===== config.mk =====
export PLATFORM = sky130hd
export DESIGN_NAME = gf256_arith_sbox_unit_core
export DESIGN_NICKNAME = d
export VERILOG_FILES = /design/src/rtl/gfau_pkg.sv /design/src/rtl/gfau_stage.sv /design/src/rtl/gf256_arith_sbox_unit_core.sv
export SDC_FILE = /design/constraint.sdc
export NUM_CORES = 2
export LEC_CHECK = 0
export ABC_AREA = 1
export BUFFER_PORTS_ARGS = -buffer_cell sky130_fd_sc_hd__buf_4
export CORE_ASPECT_RATIO = 0.75
export CORE_MARGIN = 2
export CORE_UTILIZATION = 45
export DETAILED_ROUTE_END_ITERATION = 6
export REMOVE_ABC_BUFFERS = 1
export SETUP_SLACK_MARGIN = 0.4
export SKIP_LAST_GASP = 1
export SYNTH_ARGS = -nofsm -noshare
export SYNTH_HDL_FRONTEND = slang
export SYNTH_SLANG_ARGS = --single-unit

===== constraint.sdc =====
create_clock -name clock -period 2.7 [get_ports clock]
set_input_delay 0.54 -clock clock [delete_from_list [all_inputs] [get_ports clock]]
set_output_delay 0.54 -clock clock [all_outputs]
set_load 0.1 [all_outputs]

===== src/rtl/gfau_pkg.sv =====
// ----------------------------------------------------------------------------
// gfau_pkg
// Types, constants and GF(2^8) helper functions for the arithmetic/S-box unit.
// ----------------------------------------------------------------------------
package gfau_pkg;

   localparam int unsigned ELEM_W    = 8;
   localparam int unsigned NUM_STEPS = 13;   // multiplies in the x^254 chain
   localparam logic [ELEM_W-1:0] AFFINE_CONST = 8'h63;
   localparam logic [ELEM_W-1:0] POLY_RESET   = 8'h1B;

   typedef enum logic [1:0] {
      OP_ADD  = 2'd0,
      OP_MUL  = 2'd1,
      OP_INV  = 2'd2,
      OP_SBOX = 2'd3
   } op_type;

   typedef struct packed {
      logic              valid;
      op_type            op;
      logic [ELEM_W-1:0] a;
      logic [ELEM_W-1:0] b;
      logic [ELEM_W-1:0] x;
   } stage_type;

   // shift-and-add multiply, reducing by the configured polynomial
   function automatic logic [ELEM_W-1:0] gf_mul(input logic [ELEM_W-1:0] a,
                                                input logic [ELEM_W-1:0] b,
                                                input logic [ELEM_W-1:0] poly);
      logic [ELEM_W-1:0] acc;
      logic [ELEM_W-1:0] aa;
      acc = '0;
      aa  = a;
      for (int i = 0; i < ELEM_W; i++) begin
         if (b[i]) begin
            acc = acc ^ aa;
         end
         aa = {aa[ELEM_W-2:0], 1'b0} ^ (aa[ELEM_W-1] ? poly : '0);
      end
      return acc;
   endfunction

   function automatic logic [ELEM_W-1:0] aes_affine(input logic [ELEM_W-1:0] v);
      logic [ELEM_W-1:0] res;
      for (int i = 0; i < ELEM_W; i++) begin
         res[i] = v[i] ^ v[(i + 4) % ELEM_W] ^ v[(i + 5) % ELEM_W] ^
                  v[(i + 6) % ELEM_W] ^ v[(i + 7) % ELEM_W] ^ AFFINE_CONST[i];
      end
      return res;
   endfunction

endpackage


===== src/rtl/gfau_stage.sv =====
// ----------------------------------------------------------------------------
// gfau_stage
// One pipeline stage: a single GF(2^8) multiply (or, in the first stage, an add) followed by a register.
// ----------------------------------------------------------------------------
module gfau_stage #(
   parameter bit FIRST  = 1'b0,
   parameter bit SQUARE = 1'b0
) (
   input  logic                clock,
   input  logic                reset,
   input  logic [7:0]          poly,
   input  gfau_pkg::stage_type stage_in,
   output gfau_pkg::stage_type stage_out
);
   import gfau_pkg::*;

   logic              valid_ff;
   stage_type         data_ff;
   stage_type         data_in;
   logic [ELEM_W-1:0] mul_b;

   always_comb begin
      data_in       = stage_in;
      data_in.valid = 1'b0;
      mul_b         = SQUARE ? stage_in.x : stage_in.a;
      if (FIRST) begin
         case (stage_in.op)
            OP_ADD:  data_in.x = stage_in.a ^ stage_in.b;
            OP_MUL:  data_in.x = gf_mul(stage_in.a, stage_in.b, poly);
            default: data_in.x = gf_mul(stage_in.a, stage_in.a, poly);
         endcase
      end else if (stage_in.op == OP_INV || stage_in.op == OP_SBOX) begin
         data_in.x = gf_mul(stage_in.x, mul_b, poly);
      end
   end

   always_ff @(posedge clock) begin
      if (reset) begin
         valid_ff <= 1'b0;
      end else begin
         valid_ff <= stage_in.valid;
      end
   end

   always_ff @(posedge clock) begin
      data_ff <= data_in;
   end

   always_comb begin
      stage_out       = data_ff;
      stage_out.valid = valid_ff;
   end

endmodule


===== src/rtl/gf256_arith_sbox_unit_core.sv =====
// ----------------------------------------------------------------------------
// gf256_arith_sbox_unit_core
// GF(2^8) add, multiply, inverse and AES S-box with a configurable polynomial.
// ----------------------------------------------------------------------------
// One transaction is taken in every clock cycle while busy is low, and
// each gives one result, strobed on rsp_valid in order. The latency is
// set by the inverse: x^254 is built as a chain of 13 dependent GF
// multiplies (square, multiply by x, alternately), one pipeline stage each,
// between an input register and an output register; add and multiply
// travel the same pipe. busy is high while reset is asserted and in the
// cycle after it is released. The polynomial register (byte address 0)
// must be written only while the pipe is empty.
module gf256_arith_sbox_unit_core (
   input  logic        clock,
   input  logic        reset,
   // request channel
   input  logic        start,
   output logic        busy,
   input  logic [1:0]  req_type,
   input  logic [7:0]  req_operand_a,
   input  logic [7:0]  req_operand_b,
   // result channel
   output logic        rsp_valid,
   output logic [7:0]  rsp_field_result,
   // configuration port
   input  logic        psel,
   input  logic        penable,
   input  logic        pwrite,
   input  logic [2:0]  paddr,
   input  logic [31:0] pwdata,
   output logic [31:0] prdata,
   output logic        pready
);
   import gfau_pkg::*;

   logic              busy_ff;
   logic [ELEM_W-1:0] poly_ff;
   logic              csr_wr;
   logic              valid_ff;
   stage_type         req_ff;
   stage_type         req_in;
   stage_type         chain [0:NUM_STEPS];
   stage_type         last;
   logic              rsp_valid_ff;
   logic [ELEM_W-1:0] result_ff;
   logic [ELEM_W-1:0] result_in;
   logic [ELEM_W-1:0] inv_val;

   // configuration
   assign pready = 1'b1;
   assign csr_wr = psel && penable && pwrite && pready && (paddr[2] == 1'b0);
   assign prdata = (paddr[2] == 1'b0) ? {24'd0, poly_ff} : 32'd0;

   always_ff @(posedge clock) begin
      if (reset) begin
         poly_ff <= POLY_RESET;
         busy_ff <= 1'b1;
      end else begin
         busy_ff <= 1'b0;
         if (csr_wr) begin
            poly_ff <= pwdata[ELEM_W-1:0];
         end
      end
   end

   assign busy = busy_ff;

   // input register
   always_comb begin
      req_in.valid = start && !busy_ff;
      req_in.op    = op_type'(req_type);
      req_in.a     = req_operand_a;
      req_in.b     = req_operand_b;
      req_in.x     = '0;
   end

   always_ff @(posedge clock) begin
      if (reset) begin
         valid_ff <= 1'b0;
      end else begin
         valid_ff <= req_in.valid;
      end
   end

   always_ff @(posedge clock) begin
      req_ff <= req_in;
   end

   always_comb begin
      chain[0]       = req_ff;
      chain[0].valid = valid_ff;
   end

   // exponent chain: x^2, x^3, x^6, x^7, ... x^127, x^254
   for (genvar k = 0; k < NUM_STEPS; k++) begin : g_step
      gfau_stage #(
         .FIRST  (k == 0),
         .SQUARE ((k % 2) == 0)
      ) u_stage (
         .clock     (clock),
         .reset     (reset),
         .poly      (poly_ff),
         .stage_in  (chain[k]),
         .stage_out (chain[k+1])
      );
   end

   assign last = chain[NUM_STEPS];

   // zero has no inverse and maps to zero
   always_comb begin
      inv_val = (last.a == '0) ? '0 : last.x;
      case (last.op)
         OP_INV:  result_in = inv_val;
         OP_SBOX: result_in = aes_affine(inv_val);
         default: result_in = last.x;
      endcase
   end

   always_ff @(posedge clock) begin
      if (reset) begin
         rsp_valid_ff <= 1'b0;
      end else begin
         rsp_valid_ff <= last.valid;
      end
   end

   always_ff @(posedge clock) begin
      result_ff <= result_in;
   end

   assign rsp_valid        = rsp_valid_ff;
   assign rsp_field_result = result_ff;

endmodule


==> impl_results.md <==
* Outcome: finished, violations left
* Violated checks: setup timing
* Min-delay src: req_operand_b[6]
* Final hold vios at 0
* GRT Total Usage at 0.310
* Hold Path Stages at 1
* Mapped cell area at 42,400 sq um
* Area delta synth->final at 22.0%
* Startpoint class of the critical path: flop
* Max Cap Viol at 0
* Grt ovf at 0
* Full die area at just under 100,000 sq um
* Total negative slack at -33.98 ns
* GRT met1 Usage at 0.464
* Gate Count Post-Synth at 8,294
* DR vias at between 50,000 and 60,000
* Leading cell type in the layout, fill and taps excluded: nand2_1
* Die Y at around 270 um
* Critical Path, Cell by Cell: buf_12, buf_6, nand3_1, nand2_4, inv_2, nand2_1, nand2_1, nand2_4, buf_6, nand3_2, nand2_4, nand3_2, nand2_4, nand3_1, nand2_2, buf_4, nand3_4, nand2_4, buf_4, nand2_2, or2_1, a21oi_1
* IO buf count at 50
* Share of post-route cells with drive strength above 1 at 0.166
* CP Data Required Time at 3.22 ns
* Vias in the first global route at 46,600
* Clock sink total at 284
* Setup violations, final at 104
* Slew Limit Fails at 0
* Most used cell, CP: nand2_4
* Detailed-route DRC error count at 0
* Clk_skew at approximately 0.043 ns
* First-pass GRT wire length at 245 mm
* Vias/cell at 5.22
* # H-tree levels at 2
* Routed len/inst at 15.4 um
* Area contributors post-synth: nand2_1 34%, nand3_1 15%, dfxtp_1 13%
* Crit end category: flop
* CP max FO at 9
* First-pass DRT Iterations at 6
* Worst EP arrival at 3.73 ns
* Measured slew at the worst slew-check pin at 0.813 ns
* Unrepaired setup endpoints after global routing: yes
* Post-synth top area cell: nand2_1
* Reg clk slew, reported paths at 0.06 ns
* Mean Syn Cell Area at 5.11 sq um
* Nets at 8,962
* Final wirelength at 156 mm
* CTS tree: yes
* Yosys warning count at 0
* Sequential-to-total area share from yosys stat at 0.134
* EDFF count, synth at 0
* Reg2Reg Setup Slack at -0.52 ns
* Seq cells post-synth at 284
* Core footprint at 93,300 sq um
* Fin crit share at 1.19
* Min-Delay Path Class: in -> reg
* Slew Limit Headroom at 0.458
* Reg2reg start: poly_ff[7]
* Root buffer cell: clkbuf_16
* Row cnt at 97
* Synth top area share at 0.337
* Most frequent cells in the layout: 3,677 x nand2_1, 1,266 x nand3_1, 861 x buf_4, 759 x inv_1, 670 x nor2_1
* Final WS setup at -0.517 ns
* Post-synthesis cell type count at 40
* HPWL after DPL at about 120 mm
* Largest net degree at the start of global routing at between 40 and 50
* Hold_buf cts at 0
* Die X at 358 um
* CP Class: reg -> reg
* Number of I/O pins at 102
* Starting Density at 0.454
* Hold EP: chain[365]
* Antenna violations before repair at 3
* Asr flop ratio synth at 0
* Worst skew pair latency at around 0.59 ns
* M3 GR Usage at 0.0440
* Cts bufs inserted at 35
* Crit path time final at between 3 and 4 ns
* Slowest CP cell: dfxtp_4
* Most used DFF post-synth: dfxtp_1
* Clk buf depth at 3
* GPL Wtd Cong at 0.943
* RR Endpoint: g_step[6].u_stage.stage_out[0]
* Global Route met2 Usage at 0.465
* GRT busiest layer: met2
* Routed Antenna Nets at 0
* Crit-path max cell delay at 0.39 ns
* R2r worst-path depth at 22
* Max Freq at between 300 and 400 MHz
* First DRT Iteration DRCs at 5,118
[Yosys cell counts (4+ instances only)]
library cell	count
xnor2_1	307
or2_2	5
inv_2	29
clkbuf_1	99
nand3_2	49
nand3b_1	5
nand3_1	1305
o21ai_0	72
buf_1	61
nor2_1	694
nand2_2	126
o22ai_1	4
nand2_1	3803
o21bai_1	84
dfxtp_1	284
nor2_2	28
buf_2	114
nor2_4	8
buf_6	45
nand2_4	23
nand4_1	45
o21ai_1	13
inv_1	762
xor2_1	203
a21oi_1	23
buf_4	75
or2_1	6
o211ai_1	4
[routing by layer]
layer  wire length (um)  part of all wire  up-vias
li1                   -                 -    26800
met1              74300              0.48    23900
met2              64100              0.41     2116
met3              14700             0.094      211
met4               3300             0.021        2
met5                 13          0.000083        -
[critical path, delay by kind of cell, from the launching register on]
kind / cells / cell delay (ns)
AO/OA/AOI/OAI: 1 / 0.15
buffers and inverters: 6 / 0.78
flip-flops: 1 / 0.39
AND/OR/NAND/NOR: 15 / 1.81
[sequential cells by signal, summed over array words and instances, names as in the netlist]
| register | flops |
|---|---|
| busy | 1 |
| chain | 18 |
| g_step.u_stage.stage_out | 234 |
| g_step.u_stage.valid_ff | 13 |
| poly_ff | 8 |
| rsp_field_result | 8 |
| rsp_valid | 1 |
| valid_ff | 1 |
[worst max path at each step]
| stage | startpoint | end | slack (ns) |
|---|---|---|---|
| finish | poly_ff[7] | g_step[6].u_stage.stage_out[0] | -0.52 |
| global route | poly_ff[7] | g_step[6].u_stage.stage_out[7] | -0.70 |
| CTS | poly_ff[7] | g_step[3].u_stage.stage_out[1] | -0.39 |
| detailed placement | poly_ff[7] | g_step[4].u_stage.stage_out[2] | -0.45 |
| global placement | poly_ff[7] | g_step[4].u_stage.stage_out[2] | -0.39 |
| floorplan | poly_ff[7] | g_step[0].u_stage.stage_out[1] | -6.35 |
[metrics by stage]
step / worst slack, ns / hold slack (ns) / instance area, sq um / util / instances
floorplan: -6.35 / 0.310 / 40200 / - / 7921
global placement: -0.389 / 0.311 / 49000 / 0.525 / 10100
detailed placement: -0.453 / 0.312 / 49000 / 0.525 / 10100
CTS: -0.394 / 0.0206 / 50500 / 0.541 / 10100
global route: -0.702 / 0.0373 / 51700 / 0.554 / 10200
finish: -0.517 / 0.0513 / 51700 / 0.554 / 10200
[area by class of cell]
cell class                      instances  area [sq um]
Timing Repair Buffer                  936          7790
Sequential cell                       284          5720
Fill cell                            9782         41700
Antenna cell                            1          2.50
Clock buffer                           40           915
Clock inverter                         23           282
Tap cell                             1237          1550
Inverter                              795          3000
Multi-Input combinational cell       6850         32400
[kinds of logic after synthesis]
| kind of cell | share of synthesized area |
|---|---|
| AOI/OAI and AO/OA | 0.0291 |
| xor gates and xnor gates | 0.105 |
| adders and majority gates | 0.000295 |
| buffers and inverters | 0.124 |
| DFF | 0.134 |
| other | 0.000177 |
| and+or+nand+nor | 0.606 |
[repair_timing]
action / 4_1_cts / 5_1_grt
setup buffers: 7 / 31
cloned: 5 / 8
pin swaps: 9 / 26
resized for setup: 61 / 222
endpoints found under the setup margin: 110 / 115
Power is not shown: default switching activity piles up to over one toggle a cycle in this logic, so the estimate is an artifact.
